$ cat src/hcbd_pkg.sv
// shared types and constants for the huffman codebook bit decoder
package hcbd_pkg;

    localparam int MAX_ENTRIES_DEF   = 256;
    localparam int MAX_CODE_BITS_DEF = 32;

    localparam int CODE_W        = 32;
    localparam int LEN_W         = 6;
    localparam int ENTRY_INDEX_W = 8;
    localparam int SYMBOL_W      = 8;
    localparam int CFG_W         = 9;

    typedef enum logic {
        CMD_LOAD   = 1'b0,
        CMD_DECODE = 1'b1
    } command_t;

    typedef enum logic {
        ST_IDLE,
        ST_SCAN
    } state_t;

    // controller to datapath
    typedef struct packed {
        logic load_we;
        logic take_bit;
        logic issue;
        logic hold_cmp;
        logic emit_hit;
        logic emit_err;
        logic clear_code;
    } hcbd_cmd_t;

    // datapath to controller
    typedef struct packed {
        logic hit;
        logic scan_end;
        logic count_full;
        logic out_free;
    } hcbd_stat_t;

endpackage

$ cat src/hcbd_ctrl.sv
// control state machine for the huffman codebook bit decoder
module hcbd_ctrl
    import hcbd_pkg::*;
(
    input  logic       clk,
    input  logic       rst_n,
    input  logic       in_valid,
    output logic       in_stall,
    input  logic       command,
    input  hcbd_stat_t stat,
    output hcbd_cmd_t  cmd
);

    state_t state_reg;
    state_t state_next;

    always_ff @(posedge clk or negedge rst_n)
    begin
        if (!rst_n)
        begin
            state_reg <= ST_IDLE;
        end
        else
        begin
            state_reg <= state_next;
        end
    end

    always_comb
    begin
        state_next = state_reg;
        unique case (state_reg)
            ST_IDLE:
            begin
                if (in_valid && (command == CMD_DECODE))
                begin
                    state_next = ST_SCAN;
                end
            end
            ST_SCAN:
            begin
                if (stat.hit)
                begin
                    if (stat.out_free)
                    begin
                        state_next = ST_IDLE;
                    end
                end
                else if (stat.scan_end)
                begin
                    if (!stat.count_full || stat.out_free)
                    begin
                        state_next = ST_IDLE;
                    end
                end
            end
            default:
            begin
                state_next = ST_IDLE;
            end
        endcase
    end

    always_comb
    begin
        cmd      = '0;
        in_stall = 1'b1;
        unique case (state_reg)
            ST_IDLE:
            begin
                in_stall     = 1'b0;
                cmd.load_we  = in_valid && (command == CMD_LOAD);
                cmd.take_bit = in_valid && (command == CMD_DECODE);
            end
            ST_SCAN:
            begin
                if (stat.hit)
                begin
                    // keep the matching compare until the output can take it
                    cmd.hold_cmp   = !stat.out_free;
                    cmd.emit_hit   = stat.out_free;
                    cmd.clear_code = stat.out_free;
                end
                else if (stat.scan_end)
                begin
                    cmd.emit_err   = stat.count_full && stat.out_free;
                    cmd.clear_code = stat.count_full && stat.out_free;
                end
                else
                begin
                    cmd.issue = 1'b1;
                end
            end
            default:
            begin
                in_stall = 1'b1;
            end
        endcase
    end

endmodule

$ cat config.mk
export PLATFORM = sky130hd
export DESIGN_NAME = hcbd_ctrl
export DESIGN_NICKNAME = d
export VERILOG_FILES = /design/src/hcbd_pkg.sv /design/src/hcbd_ctrl.sv
export SDC_FILE = /design/constraint.sdc
export NUM_CORES = 1
export LEC_CHECK = 0
export ABC_CLOCK_PERIOD_IN_PS = 1200
export BUFFER_PORTS_ARGS = -buffer_cell sky130_fd_sc_hd__buf_2
export CORE_AREA = 2 2 39 41
export CTS_CLUSTER_SIZE = 14
export DETAILED_ROUTE_END_ITERATION = 7
export DIE_AREA = 0 0 41 43
export PLACE_DENSITY = 0.33
export SLEW_MARGIN = 20
export SYNTH_ARGS = -nofsm -noshare
export SYNTH_HDL_FRONTEND = slang
export SYNTH_SLANG_ARGS = --single-unit
$ cat constraint.sdc
create_clock -name clk -period 1.2 [get_ports clk]
set_input_delay 0.3 -clock clk [delete_from_list [all_inputs] [get_ports clk]]
set_output_delay 0.3 -clock clk [all_outputs]
set_load 0.01 [all_outputs]
==> flow_summary.json, run 1 <==
{
  "holdWs_ns": 0.0780,
  "synthDistinctLibCells": 11,
  "numPortBuffers": 15,
  "ant_nets": 0,
  "timing.clock.skew_ns": 0,
  "grt_start_max_net_pins": 9,
  "post-route-util_pct": 14.9,
  "path_class": "in2reg",
  "achievable-frequency_mhz": 883,
  "num_antenna_cells": 0,
  "wirelength_microns": 440,
  "synth_top_area_cell": "dfrtp_1",
  "starting_utilization_of_the_core_area_pct": 7.59,
  "total_leakage_power_nw": 0.118,
  "fin_crit_sh_pct": 94.3,
  "min-delay-path-class": "in2async",
  "global_route.overflow_total": 0,
  "rr_worst_depth": 2,
  "post_synth.cell_area_avg_sq_um": 7.51,
  "timing.final.max_slew_violations": 0,
  "worst_setup_path_end_kind": "flop",
  "cp_cell_sequence": "buf_2 -> or2_0 -> a311o_1",
  "synth-main-ff-cell": "dfrtp_1",
  "power-per-cell-area_nw_per_um2": 608,
  "layout.nets": 39,
  "finalPower_mw": 0.125,
  "via_per_inst": 3.56,
  "totalNegativeSetupSlack_ns": 0,
  "run_status": "finished, final reports clean",
  "synth_top_cell_area_share_pct": 23.8,
  "reg2reg_slack_ns": 0.16,
  "ys_ff_latch": 1,
  "die_h_microns": 43,
  "post_cts_hold_buffer_count": 0,
  "area_added_between_synthesis_and_finish_pct": 96.4,
  "synth.top_cells.by_count": "and3_2 (2), nand2_1 (2), nor3b_1 (2)",
  "ys_async_sr_fraction_pct": 100,
  "grt_antenna_before_repair": 0,
  "timing.rr.end": "state_reg$_DFF_PN0_",
  "post_synth_inst_count": 14,
  "synth_enable_flop_cells": 0,
  "cpPeakStageDelay_ns": 0.35,
  "layout_min_cycle_time_ns": 1.13,
  "path_buf_inv": 1,
  "final_setup_violation_count": 0,
  "core_area_sq_um": 1380,
  "required_ns": 1.07,
  "drc": 0,
  "startpoint_type": "input pin",
  "synth.yosys.warnings": 0,
  "path_clk_slew_ns": 0,
  "cp_top_family": "compound AO/OA/AOI/OAI gates",
  "routed-via-count": 160,
  "worstMarginPinSlew_ns": 0.173,
  "critPathMaxFanout": 6,
  "worst_skew_pair.late_latency_ns": 0,
  "vdd_ir_drop_max_mv": 0.130,
  "worstReg2RegStart": "state_reg$_DFF_PN0_",
  "timing.max_slew.rel_slack_pct": 88.4,
  "drt_first_pass_iters": 2,
  "die-area_sq_um": 1760,
  "grt_first_pass_wirelength_microns": 593,
  "grt_setup_unrepaired": "false",
  "via_count_of_the_first_global_routing_pass": 139,
  "largest_register_ffs": 1,
  "place_congestion": 0.685,
  "cap_violations": 0,
  "grt.total_usage_pct": 4.71,
  "ys_top_cells_by_area": "dfrtp_1 (24%), and3_2 (14%), nor3b_1 (14%)",
  "crit_slowest_cell": "a311o_1",
  "site_row_count": 14,
  "drive_above_1_share_pct": 65.5,
  "top_level_ports": 16,
  "final-hold-violation-count": 0,
  "cp_data_arrival_time_ns": 1.00,
  "place_area_sq_um": 200,
  "mappedNetlistNets": 22,
  "first_iter_violations": 2,
  "die_width_microns": 41,
  "post_drt_wl_per_cell_microns": 9.78,
  "seq_area_frac_synth_pct": 23.8,
  "mappedNetlistArea_sq_um": 105,
  "final_area_sq_um": 206
}
-- logic make-up (layout without fill, tap and decap cells) --
family / Yosys count / in the layout / share of synthesized area [%]
DFF: 1 / 1 / 23.8
and+or+nand+nor: 10 / 10 / 58.3
buffers and inverters: 1 / 16 / 3.57
AOI/OAI and AO/OA: 2 / 2 / 14.3
-- layer usage --
layer  share of wire, %  wire (microns)  up-vias  track usage, %
li1                   -               -       81               -
met1                 57             249       64            9.27
met2                 26             114       15            5.00
met3                 17              76        0            1.05
met4                  0               0        0               0
met5                  0               0        -               0
-- repair_timing --
item                       4_1_cts  5_1_grt
setup endpoints to repair        0        2
resized for setup                0        2
hold endpoints to repair         0        0
buffers inserted                 0        0
-- where the power goes --
group / internal [mW] / total, mW / switching, mW
Sequential: 0.0411 / 0.0511 / 0.0100
Combinational: 0.0380 / 0.0744 / 0.0364
Clock: 0 / 0 / 0
-- final cells by class --
type / count / area, sq um
Inverter: 1 / 3.75
Sequential cell: 1 / 26.3
Timing Repair Buffer: 15 / 75.1
Fill cell: 165 / 1180
Tap cell: 16 / 20.0
Multi-Input combinational cell: 12 / 81.3
-- cells in the final DEF, fill, tap and decap left out --
cell / instances
and3_2: 2
nor3b_1: 1
a311o_1: 1
nor3b_2: 1
or2_0: 1
nor2_1: 1
inv_1: 1
buf_2: 15
and3b_1: 1
nand2_1: 2
dfrtp_2: 1
nor3_1: 1
a21oi_1: 1
-- worst max-delay path by stage --
stage | from | endpoint | depth (start not counted)
after floorplan | state_reg$_DFF_PN0_ | cmd[4] | 1
after global placement | stat[3] | cmd[4] | 3
after detailed placement | state_reg$_DFF_PN0_ | cmd[4] | 2
after CTS | state_reg$_DFF_PN0_ | cmd[4] | 2
after global routing | state_reg$_DFF_PN0_ | cmd[1] | 3
final | stat[3] | state_reg$_DFF_PN0_ | 3
-- stage by stage --
step	std cells	setup WS, ns
finish	45	0.0680
detailed placement	45	0.0412
global placement	45	0.0301
CTS	45	0.0402
floorplan	14	0.0554
global route	45	0.0209
Power figures use the tool's default switching activity.
==> run 2, diff against run 1 <==
--- a/config.mk
+++ b/config.mk
@@ -12,5 +12,7 @@
 export DETAILED_ROUTE_END_ITERATION = 7
 export DIE_AREA = 0 0 41 43
+export GPL_ROUTABILITY_DRIVEN = 0
 export PLACE_DENSITY = 0.33
+export REMOVE_ABC_BUFFERS = 1
 export SLEW_MARGIN = 20
 export SYNTH_ARGS = -nofsm -noshare
==> constraint.sdc (replaced) <==
create_clock -name clk -period 1.2 [get_ports clk]
set_input_delay 0.3 -clock clk [delete_from_list [all_inputs] [get_ports clk]]
set_output_delay 0.3 -clock clk [all_outputs]
set_load 0.005 [all_outputs]
==> run 2 against run 1 <==
Maximum frequency shrank 1.7%; clock skew is the same; via count grew 3.8%; utilization grew 1.1 points; cell count grew 4.4%; wire length shrank 3.9%; worst hold slack lost 0.0013 ns; critical endpoint is now cmd[1]; highest routed layer unchanged.
==> flow_summary.json, run 2 (synthesis results as in run 1) <==
{
  "run_status": "finished, final reports clean",
  "seqCellArea_sq_um": 26.3,
  "layout_min_cycle_time_ns": 1.15,
  "grt_setup_unrepaired": "false",
  "share_comb_of_total_power_pct": 58.7,
  "cellInternalPower_mw": 0.0820,
  "drive_above_1_share_pct": 67.7,
  "cap_violations": 0,
  "grt_start_max_net_pins": 9,
  "numPortBuffers": 15,
  "cp_data_arrival_time_ns": 0.85,
  "core_area_sq_um": 1380,
  "drc": 0,
  "site_row_count": 14,
  "final_area_sq_um": 221,
  "top_level_ports": 16,
  "pwr-share-clk_pct": 0,
  "post_cts_hold_buffer_count": 0,
  "worstMarginPinSlew_ns": 0.222,
  "worst_skew_pair.late_latency_ns": 0,
  "grt_first_pass_wirelength_microns": 579,
  "die-area_sq_um": 1760,
  "timing.rr.end": "state_reg$_DFF_PN0_",
  "fin_crit_sh_pct": 96.0,
  "place_area_sq_um": 215,
  "holdWs_ns": 0.0767,
  "die_h_microns": 43,
  "min-delay-path-class": "in2async",
  "cts.repair.resized": 0,
  "path_class": "in2out",
  "final-hold-violation-count": 0,
  "reg2reg_slack_ns": 0.18,
  "worstReg2RegStart": "state_reg$_DFF_PN0_",
  "nFillCells": 159,
  "leading_cell_type_in_the_layout_fill_and_taps_excluded": "buf_2",
  "grt.total_usage_pct": 4.51,
  "die_width_microns": 41,
  "first_iter_violations": 0,
  "ant_nets": 0,
  "timing.clock.skew_ns": 0,
  "critPathMaxFanout": 5,
  "total_leakage_power_nw": 0.127,
  "achievable-frequency_mhz": 868,
  "starting_utilization_of_the_core_area_pct": 7.59,
  "wirelength_microns": 423,
  "via_count_of_the_first_global_routing_pass": 133,
  "num_antenna_cells": 0,
  "switching_share_pct": 32.5,
  "path_clk_slew_ns": 0,
  "global_route.overflow_total": 0,
  "area_added_between_synthesis_and_finish_pct": 111,
  "startpoint_type": "input pin",
  "final_setup_violation_count": 0,
  "via_per_inst": 3.53,
  "hpwlAfterDp_microns": 374,
  "timing.final.max_slew_violations": 0,
  "finalPower_mw": 0.121,
  "power-per-cell-area_nw_per_um2": 548,
  "drt_first_pass_iters": 1,
  "power.sequential.fraction_pct": 41.3,
  "totalNegativeSetupSlack_ns": 0,
  "multi_input_comb_area_sq_um": 81.3,
  "grt_antenna_before_repair": 0,
  "postCtsSetupRepairBufs": 0,
  "required_ns": 0.90,
  "p_sw_mw": 0.0394,
  "largest_register_ffs": 1,
  "commonest_cells_after_routing_fill_and_taps_aside": "buf_2 (15), and3_2 (2), nand2_1 (2), nor3b_1 (2), buf_4 (2)",
  "routed-via-count": 166,
  "timing.max_slew.rel_slack_pct": 85.1,
  "vdd_ir_drop_max_mv": 0.126,
  "post_drt_wl_per_cell_microns": 9.00,
  "rr_worst_depth": 2,
  "layout.nets": 41,
  "worst_setup_path_end_kind": "output pin"
}
## run 2: worst max-delay path by stage
stage,slack (ns),from,endpoint,cells after the start
floorplan,0.18,state_reg$_DFF_PN0_,state_reg$_DFF_PN0_,2
CTS,0.03,stat[3],cmd[1],4
detailed placement,0.04,stat[3],cmd[1],4
finish,0.05,stat[3],cmd[1],4
global placement,0.03,stat[3],cmd[1],4
global route,0.001,stat[3],cmd[1],4
## run 2: per-stage QoR
step	setup WS (ns)	util (%)	instances
global placement	0.0290	15.6	47
finish	0.0485	16.0	47
detailed placement	0.0377	15.6	47
floorplan	0.184	-	14
CTS	0.0327	15.6	47
global route	0.00150	16.0	47
## run 2: routing by layer
metal / part of all wire (%) / up-vias / global-route usage [%]
met3: 19 / 0 / 1.05
li1: - / 85 / -
met1: 57 / 66 / 9.27
met5: 0 / - / 0
met2: 24 / 15 / 4.38
met4: 0 / 0 / 0
## run 2: critical path, stage by stage
cell and delay (ns):
buf_2 0.12, buf_4 0.14, nor3_2 0.16, buf_2 0.13
## run 2: layout make-up
| type | instances | area share (%) |
|---|---|---|
| well taps | 16 | 9.04 |
| inverters | 1 | 1.69 |
| flip-flops and latches | 1 | 11.9 |
| multi-input cells | 12 | 36.7 |
| repair buffers | 17 | 40.7 |
## run 2: power groups by stage
stage	clock network (mW)	logic, mW	registers [mW]
CTS	0	0.0703	0.0492
global route	0	0.0797	0.0523
finish	0	0.0713	0.0502
global placement	0	0.0720	0.0486
detailed placement	0	0.0700	0.0489
floorplan	0	0.0264	0.0480
==> run 3, diff against run 2 <==
ABC_CLOCK_PERIOD_IN_PS = default   (was 1200)
GPL_TIMING_DRIVEN = 0   (was default)
==> run 3 against run 2 <==
Maximum frequency rose by 2.3%; die area did not move; utilization fell by 1.2 points; register-to-register slack got worse by 0.02 ns; wire length fell by 0.24%; highest routed layer unchanged.
==> flow_summary.json, run 3 (synthesis results as in run 1) <==
{
  "die_width_microns": 41,
  "first_iter_violations": 1,
  "critPathMaxFanout": 8,
  "reg2reg_slack_ns": 0.16,
  "nFillCells": 161,
  "num_antenna_cells": 0,
  "cellInternalPower_mw": 0.0774,
  "switching_share_pct": 32.5,
  "post_cts_hold_buffer_count": 0,
  "timing.max_slew.rel_slack_pct": 86.0,
  "pwr-share-clk_pct": 0,
  "largest_register_ffs": 1,
  "routed-via-count": 152,
  "path_clk_slew_ns": 0,
  "final_setup_violation_count": 0,
  "cp_data_arrival_time_ns": 0.83,
  "commonest_cells_after_routing_fill_and_taps_aside": "buf_2 (15), and3_2 (2), nand2_1 (2)",
  "layout.nets": 39,
  "fin_crit_sh_pct": 93.8,
  "drt_first_pass_iters": 2,
  "worst_skew_pair.late_latency_ns": 0,
  "cp_top_family": "flip-flops",
  "timing.final.max_slew_violations": 0,
  "vdd_ir_drop_max_mv": 0.0969,
  "dp_cells": 45,
  "crit_slowest_cell": "dfrtp_1",
  "die_h_microns": 43,
  "starting_utilization_of_the_core_area_pct": 7.59,
  "worstReg2RegStart": "state_reg$_DFF_PN0_",
  "path_buf_inv": 1,
  "layout_min_cycle_time_ns": 1.13,
  "startpoint_type": "flop",
  "area_added_between_synthesis_and_finish_pct": 95.2,
  "total_leakage_power_nw": 0.119,
  "grt_first_pass_wirelength_microns": 676,
  "core_area_sq_um": 1380,
  "ant_nets": 0,
  "p_sw_mw": 0.0372,
  "final-hold-violation-count": 0,
  "wirelength_microns": 422,
  "grt_setup_unrepaired": "false",
  "grt_start_max_net_pins": 9,
  "achievable-frequency_mhz": 889,
  "global_route.overflow_total": 0,
  "grt_antenna_before_repair": 0,
  "worst_setup_path_end_kind": "output pin",
  "required_ns": 0.90,
  "totalNegativeSetupSlack_ns": 0,
  "post-route-util_pct": 14.8,
  "share_comb_of_total_power_pct": 57.1,
  "timing.clock.skew_ns": 0,
  "power-per-cell-area_nw_per_um2": 559,
  "via_per_inst": 3.38,
  "multi_input_comb_area_sq_um": 81.3,
  "rr_worst_depth": 2,
  "die-area_sq_um": 1760,
  "drive_above_1_share_pct": 62.1,
  "post_drt_wl_per_cell_microns": 9.38,
  "cp_cell_sequence": "nor3b_1 -> buf_2",
  "holdWs_ns": 0.0750,
  "cap_violations": 0,
  "stdcell_count": 45,
  "seqCellArea_sq_um": 25.0,
  "worstMarginPinSlew_ns": 0.210,
  "leading_cell_type_in_the_layout_fill_and_taps_excluded": "buf_2",
  "drc": 0,
  "site_row_count": 14,
  "power.sequential.fraction_pct": 42.9,
  "cpPeakStageDelay_ns": 0.42,
  "timing.rr.end": "state_reg$_DFF_PN0_",
  "crit_cells": 2,
  "numPortBuffers": 15,
  "postCtsSetupRepairBufs": 0,
  "via_count_of_the_first_global_routing_pass": 138,
  "top_level_ports": 16,
  "min-delay-path-class": "in2async",
  "run_status": "finished, final reports clean",
  "grt.total_usage_pct": 5.30,
  "path_class": "reg2out"
}
==> run 3: cell count changes in the layout (fill, tap and decap cells not counted), sizes merged <==
cell  previous run  this run
buf             17        15
==> run 3: layer usage <==
layer	share of wire [%]	GRT usage [%]	up-vias
li1	-	-	81
met1	50	9.21	56
met2	24	6.25	15
met3	26	2.09	0
met4	0	0	0
met5	0	0	-
==> run 3: cell type report <==
class | count | area share, %
sequential | 1 | 12.2
inverter | 1 | 1.83
timing repair buffer | 15 | 36.6
tap | 16 | 9.76
multi-input combinational | 12 | 39.6
==> run 3: worst max path at each step <==
stage,startpoint,to
floorplan,state_reg$_DFF_PN0_,state_reg$_DFF_PN0_
global placement,state_reg$_DFF_PN0_,cmd[4]
detailed placement,state_reg$_DFF_PN0_,cmd[4]
global route,state_reg$_DFF_PN0_,cmd[1]
finish,state_reg$_DFF_PN0_,cmd[6]
CTS,state_reg$_DFF_PN0_,cmd[4]
==> run 3: worst register-to-register path: stages, from the launching register on <==
cell and delay [ns]:
dfrtp_1 0.42, nor3b_2 0.19, a311o_1 0.31
==> run 3: what timing repair did <==
| action | in CTS | in global routing |
|---|---|---|
| endpoints found under the hold margin | 0 | 0 |
| endpoints found under the setup margin | 0 | 1 |
| resized for setup | 0 | 1 |
==> run 3: power groups by stage <==
stage               sequential, mW  clock, mW  combinational (mW)
floorplan                   0.0480          0              0.0264
global placement            0.0503          0              0.0655
detailed placement          0.0492          0              0.0647
CTS                         0.0493          0              0.0649
global route                0.0514          0              0.0755
finish                      0.0491          0              0.0655
==> run 3: stage by stage <==
| step | cell area (sq um) | setup WS [ns] | power (mW) |
|---|---|---|---|
| floorplan | 105 | 0.184 | 0.0744 |
| global placement | 200 | -0.00280 | 0.116 |
| detailed placement | 200 | 0.0485 | 0.114 |
| CTS | 200 | 0.0476 | 0.114 |
| global route | 205 | 0.00494 | 0.127 |
| finish | 205 | 0.0749 | 0.115 |
